[src/rtl/gsf_pkg.sv]
// ----------------------------------------------------------------------------
// gsf_pkg
// Shared types and constants of the grid spring force accumulator.
// ----------------------------------------------------------------------------
package gsf_pkg;

  localparam int GSF_GRID_WIDTH  = 32;
  localparam int GSF_GRID_HEIGHT = 32;

  localparam int PART_W    = 10;
  localparam int DATA_W    = 32;
  localparam int RLEN_W    = 31;
  localparam int ROOT_W    = 32;
  localparam int DIV_STEPS = 33;
  localparam int CNT_W     = 6;
  localparam int CFG_IDX_W = 1;

  typedef enum logic [CFG_IDX_W-1:0] {
    CFG_STIFFNESS = 1'b0,
    CFG_REST      = 1'b1
  } cfg_idx_e;

  localparam logic REQ_WRITE   = 1'b0;
  localparam logic REQ_COMPUTE = 1'b1;

  typedef enum logic [4:0] {
    S_IDLE, S_COL1, S_COL2, S_RD_SELF, S_LD_SELF, S_NB_CHK, S_DIFF,
    S_SQ_MUL, S_SQ_ADD, S_SQRT_INIT, S_SQRT, S_CHK, S_MUL_ED, S_DIV_INIT,
    S_DIV, S_MUL_KT, S_ACC, S_NB_NEXT, S_DONE
  } gsf_state_e;

  typedef enum logic [4:0] {
    DP_NOP, DP_WRITE, DP_LOAD, DP_COL1, DP_COL2, DP_RD_SELF, DP_LD_SELF,
    DP_RD_NB, DP_DIFF, DP_SQ_MUL, DP_SQ_ADD, DP_SQRT_INIT, DP_SQRT_STEP,
    DP_SET_ZERO, DP_ERR, DP_MUL_ED, DP_DIV_INIT, DP_DIV_STEP, DP_MUL_KT,
    DP_ACC, DP_OUT
  } gsf_op_e;

  typedef struct packed {
    gsf_op_e    op;
    logic [1:0] axis;
    logic [1:0] nb;
  } gsf_cmd_t;

  typedef struct packed {
    logic [3:0] mask;
    logic       zero;
  } gsf_status_t;

endpackage

[src/rtl/gsf_ctrl.sv]
// ----------------------------------------------------------------------------
// gsf_ctrl
// Sequencer: walks the neighbors, steps the shared units, owns the handshakes.
// ----------------------------------------------------------------------------
module gsf_ctrl (
  input  logic                 clk_i,
  input  logic                 rst_ni,
  input  logic                 req_valid_i,
  input  logic                 req_type_i,
  output logic                 req_ready_o,
  output logic                 rsp_valid_o,
  input  logic                 rsp_ready_i,
  input  gsf_pkg::gsf_status_t status_i,
  output gsf_pkg::gsf_cmd_t    cmd_o
);
  import gsf_pkg::*;

  gsf_state_e       state_q, state_d;
  logic [CNT_W-1:0] cnt_q, cnt_d;
  logic [1:0]       axis_q, axis_d, nb_q, nb_d;
  logic             out_valid_q, out_valid_d;

  always_ff @(posedge clk_i or negedge rst_ni) begin
    if (!rst_ni) begin
      state_q     <= S_IDLE;
      cnt_q       <= '0;
      axis_q      <= '0;
      nb_q        <= '0;
      out_valid_q <= 1'b0;
    end else begin
      state_q     <= state_d;
      cnt_q       <= cnt_d;
      axis_q      <= axis_d;
      nb_q        <= nb_d;
      out_valid_q <= out_valid_d;
    end
  end

  always_comb begin
    state_d     = state_q;
    cnt_d       = cnt_q;
    axis_d      = axis_q;
    nb_d        = nb_q;
    out_valid_d = out_valid_q && !rsp_ready_i;
    cmd_o.op    = DP_NOP;
    cmd_o.axis  = axis_q;
    cmd_o.nb    = nb_q;
    unique case (state_q)
      S_IDLE: begin
        if (req_valid_i) begin
          if (req_type_i == REQ_WRITE) begin
            cmd_o.op = DP_WRITE;
          end else begin
            cmd_o.op = DP_LOAD;
            nb_d     = '0;
            state_d  = S_COL1;
          end
        end
      end
      S_COL1: begin
        cmd_o.op = DP_COL1;
        state_d  = S_COL2;
      end
      S_COL2: begin
        cmd_o.op = DP_COL2;
        state_d  = S_RD_SELF;
      end
      S_RD_SELF: begin
        cmd_o.op = DP_RD_SELF;
        state_d  = S_LD_SELF;
      end
      S_LD_SELF: begin
        cmd_o.op = DP_LD_SELF;
        state_d  = S_NB_CHK;
      end
      S_NB_CHK: begin
        if (status_i.mask[nb_q]) begin
          cmd_o.op = DP_RD_NB;
          state_d  = S_DIFF;
        end else begin
          state_d = S_NB_NEXT;
        end
      end
      S_DIFF: begin
        cmd_o.op = DP_DIFF;
        axis_d   = '0;
        state_d  = S_SQ_MUL;
      end
      S_SQ_MUL: begin
        cmd_o.op = DP_SQ_MUL;
        state_d  = S_SQ_ADD;
      end
      S_SQ_ADD: begin
        cmd_o.op = DP_SQ_ADD;
        if (axis_q == 2'd2) begin
          axis_d  = '0;
          state_d = S_SQRT_INIT;
        end else begin
          axis_d  = axis_q + 2'd1;
          state_d = S_SQ_MUL;
        end
      end
      S_SQRT_INIT: begin
        cmd_o.op = DP_SQRT_INIT;
        cnt_d    = '0;
        state_d  = S_SQRT;
      end
      S_SQRT: begin
        cmd_o.op = DP_SQRT_STEP;
        cnt_d    = cnt_q + CNT_W'(1);
        if (cnt_q == CNT_W'(ROOT_W - 1)) state_d = S_CHK;
      end
      S_CHK: begin
        if (status_i.zero) begin
          cmd_o.op = DP_SET_ZERO;
          state_d  = S_NB_NEXT;
        end else begin
          cmd_o.op = DP_ERR;
          axis_d   = '0;
          state_d  = S_MUL_ED;
        end
      end
      S_MUL_ED: begin
        cmd_o.op = DP_MUL_ED;
        state_d  = S_DIV_INIT;
      end
      S_DIV_INIT: begin
        cmd_o.op = DP_DIV_INIT;
        cnt_d    = '0;
        state_d  = S_DIV;
      end
      S_DIV: begin
        cmd_o.op = DP_DIV_STEP;
        cnt_d    = cnt_q + CNT_W'(1);
        if (cnt_q == CNT_W'(DIV_STEPS - 1)) state_d = S_MUL_KT;
      end
      S_MUL_KT: begin
        cmd_o.op = DP_MUL_KT;
        state_d  = S_ACC;
      end
      S_ACC: begin
        cmd_o.op = DP_ACC;
        if (axis_q == 2'd2) begin
          state_d = S_NB_NEXT;
        end else begin
          axis_d  = axis_q + 2'd1;
          state_d = S_MUL_ED;
        end
      end
      S_NB_NEXT: begin
        if (nb_q == 2'd3) begin
          state_d = S_DONE;
        end else begin
          nb_d    = nb_q + 2'd1;
          state_d = S_NB_CHK;
        end
      end
      S_DONE: begin
        if (!out_valid_q || rsp_ready_i) begin
          cmd_o.op    = DP_OUT;
          out_valid_d = 1'b1;
          state_d     = S_IDLE;
        end
      end
      default: state_d = S_IDLE;
    endcase
  end

  assign req_ready_o = (state_q == S_IDLE);
  assign rsp_valid_o = out_valid_q;

  a_sqrt_count: assert property (@(posedge clk_i) disable iff (!rst_ni)
    (state_q == S_SQRT) |-> (cnt_q < CNT_W'(ROOT_W)))
    else $error("root step count overran");

  a_div_exit: assert property (@(posedge clk_i) disable iff (!rst_ni)
    (state_q == S_DIV && cnt_q == CNT_W'(DIV_STEPS - 1)) |=> (state_q == S_MUL_KT))
    else $error("divide did not finish on its last step");

  a_zero_skip: assert property (@(posedge clk_i) disable iff (!rst_ni)
    (state_q == S_CHK && status_i.zero) |=> (state_q == S_NB_NEXT))
    else $error("coincident neighbor was not skipped");

  a_done_load: assert property (@(posedge clk_i) disable iff (!rst_ni)
    (state_q == S_DONE && (!out_valid_q || rsp_ready_i)) |=>
    (out_valid_q && state_q == S_IDLE))
    else $error("result not loaded when slot was free");

endmodule

[config.mk]
export PLATFORM = sky130hd
export DESIGN_NAME = gsf_ctrl
export DESIGN_NICKNAME = d
export VERILOG_FILES = /design/src/rtl/gsf_pkg.sv /design/src/rtl/gsf_ctrl.sv
export SDC_FILE = /design/constraint.sdc
export NUM_CORES = 1
export LEC_CHECK = 0
export ABC_AREA = 1
export BUFFER_PORTS_ARGS = -buffer_cell sky130_fd_sc_hd__buf_2
export CORE_MARGIN = 1
export CORE_UTILIZATION = 25
export DETAILED_ROUTE_END_ITERATION = 6
export PLACE_DENSITY_LB_ADDON = 0.1
export SYNTH_ARGS = -nofsm -noshare
export SYNTH_HDL_FRONTEND = slang
export SYNTH_SLANG_ARGS = --single-unit
export TNS_END_PERCENT = 30
[constraint.sdc]
create_clock -name clk_i -period 3.8 [get_ports clk_i]
set_input_delay 0.76 -clock clk_i [delete_from_list [all_inputs] [get_ports clk_i]]
set_output_delay 0.76 -clock clk_i [all_outputs]
set_load 0.01 [all_outputs]
# Word level (Yosys, flattened, before mapping)
# Index checks and enable logic that the tools add are counted.
dict set report word_totals {
  reg_bits 16
  input_bits 10
  output_inout_bits 11
  wordCells 82
}
dict set report classes {
  addsub 3
  n_lt_le_gt_ge 1
  n_eq_ne 30
  n_mux 30
  reduce_logical 13
}
# operator n
set ops {}
lappend ops {{$pmux 5 s19} 1}
lappend ops {{$pmux 5 s18} 1}
lappend ops {{$mux 5} 10}
lappend ops {{$eq 5x4->1 const B} 8}
lappend ops {{$eq 5x3->1 const B} 4}
lappend ops {{$mux 2} 9}
lappend ops {{$ne 2x2->1 const B} 8}
lappend ops {{$eq 5x5->1 const B} 3}
lappend ops {{$pmux 6 s2} 1}
lappend ops {{$eq 5x2->1 const B} 2}
lappend ops {{$pmux 2 s4} 1}
lappend ops {{$add 6x1->6 const B} 1}
lappend ops {{$eq 6x5->1 const B} 1}
lappend ops {{$eq 6x6->1 const B} 1}
lappend ops {{$eq 5x1->1 const B} 1}
lappend ops {{$logic_not 5->1} 1}
lappend ops {{$reduce_and 5->1} 1}
lappend ops {{$add 2x1->2 const B} 2}
lappend ops {{$eq 2x2->1 const B} 2}
lappend ops {{$mux 4} 1}
lappend ops {{$pmux 2 s2} 1}
lappend ops {{$reduce_and 4->1} 1}
lappend ops {{$reduce_bool 2->1} 2}
lappend ops {{$reduce_bool 4->1} 1}
lappend ops {{9 further kinds} 13}

# Logic depth before layout (Yosys ltp)
# Gate-level depths: netlist of the first run.
dict set report logic_depth {
  word_depth 4
  ltp_mapped 10
  mapped_depth_nobuf 9
}

# Worst setup path after synthesis of the first run
# OpenSTA, ideal clock, no wires.
dict set report synth_path {
  path_kind {input to output}
  startpoint {in status_i[4] in the netlist's numbering}
  endpoint {out cmd_o[6] in the netlist's numbering}
  arrival_time_ns 1.284
  required_time_ns 3.040
  slack_ns 1.756
  cell_stages 6
  path_buffers 0
  cell_sequence {nand2_1 > nand3_1 > nand2_1 > nor2_1 > a21oi_2 > nand4_1}
}
# element line
set synth_lines {}
lappend synth_lines {{start: declaration} gsf_ctrl.sv:13} ;# input gsf_pkg::gsf_status_t status_i,
lappend synth_lines {{end: declaration} gsf_ctrl.sv:14} ;# output gsf_pkg::gsf_cmd_t cmd_o

==> results of run 1 <==
[cells in the final DEF, fill, tap and decap left out]
cell type and instances:
clkbuf_8 4, o2111ai_1 1, a21oi_2 1, nand3_1 23, a22oi_1 1, nor3_1 2, nand3_2 2, a21oi_1 5
o22ai_1 1, nor2_1 24, ha_1 6, inv_2 4, inv_1 31, nand3b_1 2, nand2_2 3, nand4_1 4
buf_2 20, nor2_4 3, nor2_2 7, o21ai_0 13, nor2b_1 1, dfrtp_1 16, xnor2_1 1, nand2_1 56
[worst max-delay path, stage by stage (launching register included)]
cell and delay, ns:
dfrtp_1 0.58, nand2_1 0.25, nor2_1 0.26, inv_1 0.09, o21ai_0 0.08, inv_1 0.08
nand4_1 0.08, buf_2 0.13
[stage by stage]
| step | utilization | hold slack, ns | instance area, um^2 | std cells | setup WS, ns |
|---|---|---|---|---|---|
| final | 0.3070 | 0.4295 | 1568 | 301 | 1.226 |
| after global routing | 0.3070 | 0.4635 | 1568 | 301 | 1.072 |
| after CTS | 0.3070 | 0.4516 | 1568 | 301 | 1.255 |
| after detailed placement | 0.2962 | 0.5310 | 1513 | 297 | 1.440 |
| after global placement | 0.2962 | 0.5262 | 1513 | 297 | 1.428 |
| after floorplan | - | 0.4644 | 1333 | 208 | 1.756 |
[logic make-up after synthesis]
group,share of synthesized area
compound gates,0.09108
xor+xnor,0.006574
fa+ha+maj,0.05634
buf+inv,0.1042
flops,0.3005
simple gates,0.4413
[cells in the mapped netlist (all sizes together)]
cell / instances
nand2: 59
inv: 35
nor2: 34
nand3: 25
dfrtp: 16
o21ai: 13
a21oi: 6
ha: 6
nand4: 4
nand3b: 2
nor3: 2
a22oi: 1
buf: 1
nor2b: 1
o2111ai: 1
o22ai: 1
xnor2: 1
[sequential cells by signal, summed over array words and instances, names as in the netlist]
signal and cells:
nb_q 2, state_q 5, cnt_q 6, axis_q 2, rsp_valid_o 1
[worst min path at each step]
stage                     startpoint                     end  slack, ns  cells after the start
2_1_floorplan                 rst_ni   axis_q[0]$_DFFE_PN0P_       0.46                      0
3_3_place_gp   axis_q[1]$_DFFE_PN0P_   axis_q[1]$_DFFE_PN0P_       0.53                      2
3_5_place_dp   axis_q[1]$_DFFE_PN0P_   axis_q[1]$_DFFE_PN0P_       0.53                      2
4_1_cts                       rst_ni  state_q[2]$_DFFE_PN0P_       0.45                      1
5_1_grt                       rst_ni  state_q[2]$_DFFE_PN0P_       0.46                      1
6_report                      rst_ni     nb_q[0]$_DFFE_PN0P_       0.43                      1
[routing by layer]
layer / up-vias / track usage / wire [um]
met5: - / 0 / 0
met1: 611 / 0.2097 / 1906
met4: 0 / 0.04193 / 27
met2: 30 / 0.2192 / 1488
li1: 707 / - / -
met3: 2 / 0.02677 / 163
[layout make-up]
class                           instances  area (um^2)  area share
Multi-Input combinational cell        156        793.3      0.5060
Sequential cell                        16        400.4      0.2554
Inverter                               35        131.4     0.08380
Timing Repair Buffer                   20        100.1     0.06385
Tap cell                               70        87.58     0.05587
Clock buffer                            4        55.05     0.03512
[power groups by stage]
stage / clock network, W / logic [W] / registers [W]
after floorplan: 0 / 0.000365 / 0.000253
after global placement: 0 / 0.000508 / 0.000268
after detailed placement: 0 / 0.000500 / 0.000264
after CTS: 0.000167 / 0.000502 / 0.000261
after global routing: 0.000174 / 0.000585 / 0.000271
final: 0.000162 / 0.000498 / 0.000263
==> run_results.csv, run 1 <==
group,metric,value,unit
worst_setup_path,r2r_slack,2.17,ns
sta,clock_skew,0.007819,ns
detailed_routing,dr.pass1.iters,4,
hold_path,hold_path_class,"in -> async",
global_route,grt_antenna_before_repair,0,
place,gp_congestion,0.8091,
detailed_routing,drt-initial-drc-count,94,
global_route,grt_max_degree,17,
cts,cts_resized,0,
floorplanning,io_pins,21,
cts,cts_htree_levels,1,
sta,slew_viol_final,0,
floorplanning,core_area,5107,um^2
cells_and_area,final_layout_size_suffix_gt1_frac,0.1905,
power,power_frac_seq,0.285,
worst_setup_path,timing.rr.end,"nb_q[1]$_DFFE_PN0P_",
floorplanning,die-area,5626,um^2
worst_setup_path,critical_path_arrival,1.81,ns
cts,cts_setup_buffers,0,
sta,hold_viol_final,0,
global_route,grt_first_pass_wirelength,6.120,mm
sta,fin_crit,2.574,ns
sta,timing.slew.headroom,0.7167,
logic_synthesis,yosys.area.top_type,"dfrtp_1",
power,ir_worst_vdd,145.0,uV
worst_setup_path,crit_start,"state_q[3]$_DFFE_PN0P_",
place,place_hpwl,2.816,mm
cts,cts_buffers,3,
logic_synthesis,synthesis.area,1333,um^2
logic_synthesis,ys_seq_area_frac,0.3005,
place,port_buffers,20,
detailed_routing,ant_nets,0,
outcome,status,"complete, no violations",
worst_setup_path,worstPathRequired,3.04,ns
floorplanning,fp.dieW,75.01,um
logic_synthesis,ys_warn_count,0,
cts,cts.clk_slew.worst_paths,0.08,ns
power,total_power,0.0009232,W
logic_synthesis,yosys-top-cells-area,"dfrtp_1 (30%), nand2_1 (16%), inv_1 (8.7%)",
worst_setup_path,worstSetupStartpointType,"register",
sta,period_share,0.6773,
cts,root_buffer,"clkbuf_8",
worst_setup_path,worstSetupEndpoint,"cmd_o[6]",
cells_and_area,finalNetCount,248,
cts,insertion_delay,0.26,ns
logic_synthesis,ys_ff_latch,16,
logic_synthesis,ys_types,23,
cts,ctsHoldBuffers,0,
run,drv_cap,0,
global_route,grtUsageTotal,0.1450,
global_route,grt_overflow,0,
sta,rsz0062_at_grt,"no",
floorplanning,initial_core_util,0.2609,
logic_synthesis,synth_top_cell_area_share,0.3005,
cts,cts_tree,"done",
cts,clk_path_buf_depth,2,
logic_synthesis,avgSynthCellArea,6.406,um^2
power,p_leak,0.8338,nW
detailed_routing,vias,1350,
power,p_per_area,588.9,nW/um^2
logic_synthesis,synthCells,208,
cts,numClockSinks,16,
power,clkPwrFrac,0.176,
worst_setup_path,worst-path-max-fanout,8,
sta,max_freq,0.3885,GHz
cells_and_area,syn_to_final_growth,17.65,%
worst_setup_path,worstRegToRegCells,7,
floorplanning,die-height,75.01,um
detailed_routing,routed_wl,3.586,mm
worst_setup_path,crit_type,"reg -> out",
floorplanning,fp-row-count,26,
cells_and_area,diodes,0,
sta,worst_slew_pin_slew,0.4249,ns
power,switchingPower,0.0004498,W
power,internal_power,0.0004735,W
worst_setup_path,r2r-start,"state_q[3]$_DFFE_PN0P_",
worst_setup_path,end_kind,"output port",
cells_and_area,fill_cells,585,
global_route,grt_pass1_vias,1283,
detailed_routing,wl_per_cell,11.91,um
sta,setup_viol,0,
logic_synthesis,syn-num-nets,224,
power,swShare,0.4872,
detailed_routing,routed_via_density,4.485,
power,combPwrFrac,0.539,
sta,finalSetupTns,0,ns
detailed_routing,drc,0,
No activity file was read; power rests on OpenSTA's default activity.
==> inputs of run 2 (changes only) <==
- ABC_AREA: 1 -> 0
- clock period: 3.8 -> 2.21 ns (I/O delays scaled with it)
==> run 2 against run 1 <==
  * The flow now finishes with violations (negative setup slack)
  * Non-clock buffer count grew 19
  * Clock power rose by 43%
  * Final cell count shrank 7.6%
  * Cell area up 7.7%
  * Critical path depth down 3
  * Global-route usage rose by 2.1 points
  * Highest routed layer unchanged
  * Sequential share of layout area shrank 1.6 points
  * Synthesized area is 2.8% higher
  * Sequential power rose by 120%
  * Clock-buffer cell count down 1
  * Synthesized cell count fell by 15%
==> run_results.csv, run 2 <==
group,metric,value,unit
cts,cts_tree,"done",
worst_setup_path,crit_chain,"mux4_2 -> o211ai_1 -> o211ai_1 -> buf_2",
logic_synthesis,synth-edff-count,0,
sta,clock_skew,0.002503,ns
power,ir_worst_vdd,547.9,uV
outcome,violations,"negative setup slack",
global_route,grt_pass1_vias,1504,
cts,clk_path_buf_depth,2,
cells_and_area,largest_register_ffs,6,
sta,timing.slew.headroom,0.6893,
worst_setup_path,critPathMostFrequentCell,"o211ai_1",
floorplanning,die-area,5781,um^2
cells_and_area,fin_area,1689,um^2
logic_synthesis,synth_most_common_cell,"nand2_1",
sta,max_freq,0.4469,GHz
worst_setup_path,worst-path-max-fanout,3,
sta,rsz0062_at_grt,"yes",
cts,ctsHoldBuffers,0,
logic_synthesis,ys_async_sr_fraction,1.000,
cts,cts_buffers,3,
logic_synthesis,ys_warn_count,0,
cells_and_area,final_layout_size_suffix_gt1_frac,0.2356,
detailed_routing,ant_nets,0,
outcome,status,"finished, violations left",
logic_synthesis,ys_ff_latch,16,
logic_synthesis,yosys-top-cells-area,"dfrtp_1 (29%), ha_1 (5.5%), o21ai_0 (5.5%)",
hold_path,hold_path_class,"in -> async",
worst_setup_path,critPathSlowestCell,"mux4_2",
logic_synthesis,ys_seq_area_frac,0.2922,
worst_setup_path,path_buf_inv,1,
worst_setup_path,worstPathRequired,1.77,ns
global_route,grt_antenna_before_repair,0,
cts,numClockSinks,16,
worst_setup_path,crit_start,"nb_q[0]$_DFFE_PN0P_",
place,place_hpwl,3.266,mm
cells_and_area,final_cell_mix,"buf_2 (20), nand2_1 (19), buf_4 (19)",
worst_setup_path,end_kind,"output port",
floorplanning,die-height,76.03,um
detailed_routing,vias,1493,
detailed_routing,routed_via_density,5.371,
logic_synthesis,synth-compound-area-share,0.2639,
logic_synthesis,synth_top_cell_area_share,0.2922,
sta,setup_ws,-0.02743,ns
cells_and_area,largest_register,"cnt_q",
logic_synthesis,synthAdderAreaFrac,0.05479,
detailed_routing,drc,0,
sta,setup_viol,1,
cells_and_area,final_common_cell,"buf_2",
logic_synthesis,synth_top_family_by_area,"simple AND/OR/NAND/NOR gates",
run,drv_cap,0,
worst_setup_path,worstSetupStartpointType,"register",
place,place_area,1614,um^2
logic_synthesis,synth_flop_cell,"dfrtp_1",
floorplanning,fp-row-count,26,
sta,worst_slew_pin_slew,0.4624,ns
global_route,grt_first_pass_wirelength,7.569,mm
logic_synthesis,muxShareOfSynthArea,0.03105,
cells_and_area,syn_to_final_growth,23.29,%
cells_and_area,reg.largest.list,"cnt_q (6), state_q (5)",
power,p_per_area,1402,nW/um^2
cts,insertion_delay,0.25,ns
logic_synthesis,synth-simple-area-share,0.2831,
floorplanning,core_area,5205,um^2
worst_setup_path,slowest_delay,0.55,ns
logic_synthesis,ys_types,47,
cts,root_buffer,"clkbuf_8",
worst_setup_path,crit_type,"reg -> out",
worst_setup_path,critPathTopFamily,"multiplexers",
sta,hold_viol_final,0,
detailed_routing,drt-initial-drc-count,126,
cells_and_area,utilization,0.3245,
place,port_buffers,20,
logic_synthesis,syn-num-nets,193,
floorplanning,fp.dieW,76.03,um
cells_and_area,diodes,0,
logic_synthesis,synth_xor_area_frac,0.006393,
logic_synthesis,synthCells,177,
logic_synthesis,synthesis.area,1370,um^2
worst_setup_path,critical_path_arrival,1.80,ns
power,p_leak,0.7493,nW
logic_synthesis,synth_common_cells,"nand2_1 (19), dfrtp_1 (16), o21ai_0 (15)",
cells_and_area,finalNetCount,226,
global_route,grt_overflow,0,
sta,fin_crit,2.237,ns
cts,cts_htree_levels,1,
floorplanning,initial_core_util,0.2632,
floorplanning,io_pins,21,
detailed_routing,wl_per_cell,15.71,um
global_route,grtUsageTotal,0.1662,
logic_synthesis,yosys.area.top_type,"dfrtp_1",
detailed_routing,dr.pass1.iters,4,
logic_synthesis,avgSynthCellArea,7.740,um^2
sta,slew_viol_final,0,
detailed_routing,routed_wl,4.368,mm
worst_setup_path,r2r-start,"state_q[3]$_DFFE_PN0P_",
global_route,grt_max_degree,17,
place,gp_congestion,0.8858,
cts,cts.clk_slew.worst_paths,0.07,ns
sta,period_share,1.012,
run 2: changes by cell type after synthesis, sizes merged, moves of 6 or more:
cell,delta
nand2,-40
inv,-25
nor2,-22
nand3,-14
buf,+9
a21oi,+6
run 2: kinds of logic after synthesis:
logic type | count (synthesis)
AO/OA/AOI/OAI | 56
XOR/XNOR | 1
adder cells (fa/ha/maj) | 6
buffers and inverters | 21
flip-flops | 16
multiplexers | 3
AND/OR/NAND/NOR | 74
run 2: cell type report:
| type | instances | area [um^2] |
|---|---|---|
| Tap cell | 70 | 87.58 |
| Fill cell | 575 | 3516 |
| Timing Repair Buffer | 39 | 242.7 |
| Clock buffer | 3 | 41.29 |
| Inverter | 10 | 37.54 |
| Sequential cell | 16 | 404.1 |
| Multi-Input combinational cell | 140 | 875.8 |
run 2: stage by stage:
stage	hold slack, ns	total power (W)	setup TNS [ns]	instances	worst slack, ns
6_report	0.1081	0.002369	-0.02743	278	-0.02743
5_1_grt	0.1323	0.002611	-0.2197	278	-0.1333
4_1_cts	0.1320	0.002347	-0.09364	276	-0.06875
3_5_place_dp	0.4110	0.002082	0	271	0.09309
3_3_place_gp	0.4031	0.002069	0	271	0.09424
2_1_floorplan	0.1464	0.001550	0	177	0.3394
run 2: path summary, 6_finish.rpt:
path	cells after the start	slack, ns	end
setup / recovery	4	-0.03	cmd_o[5]
setup reg to reg	6	0.44	state_q[0]$_DFFE_PN0P_
min in group clk_i	3	0.50	rsp_valid_o$_DFF_PN0_
max in group asynchronous	1	1.79	state_q[4]$_DFFE_PN0P_
hold / removal	1	0.11	cnt_q[0]$_DFFE_PN0P_
hold reg to reg	2	0.54	rsp_valid_o$_DFF_PN0_
run 2: routing by layer:
| layer | vias up | GRT usage | share of wire |
|---|---|---|---|
| met1 | 727 | 0.2192 | 0.46 |
| met2 | 41 | 0.2727 | 0.48 |
| li1 | 717 | - | - |
| met4 | 0 | 0.05385 | 0.018 |
| met3 | 8 | 0.03234 | 0.043 |
| met5 | - | 0 | 0 |
run 2: report_power, final:
group	leakage [nW]	switching, W	internal [W]
Clock	0.0216	0.000111	0.000121
Combinational	0.531	0.000880	0.000670
Sequential	0.197	0.000170	0.000416
Total	0.749	0.00116	0.00121
run 2: timing repair:
item / in CTS / in global routing
gates resized for setup: 1 / 2
pin swaps: 2 / 3
setup endpoints to repair: 3 / 3
setup buffers: 2 / 2
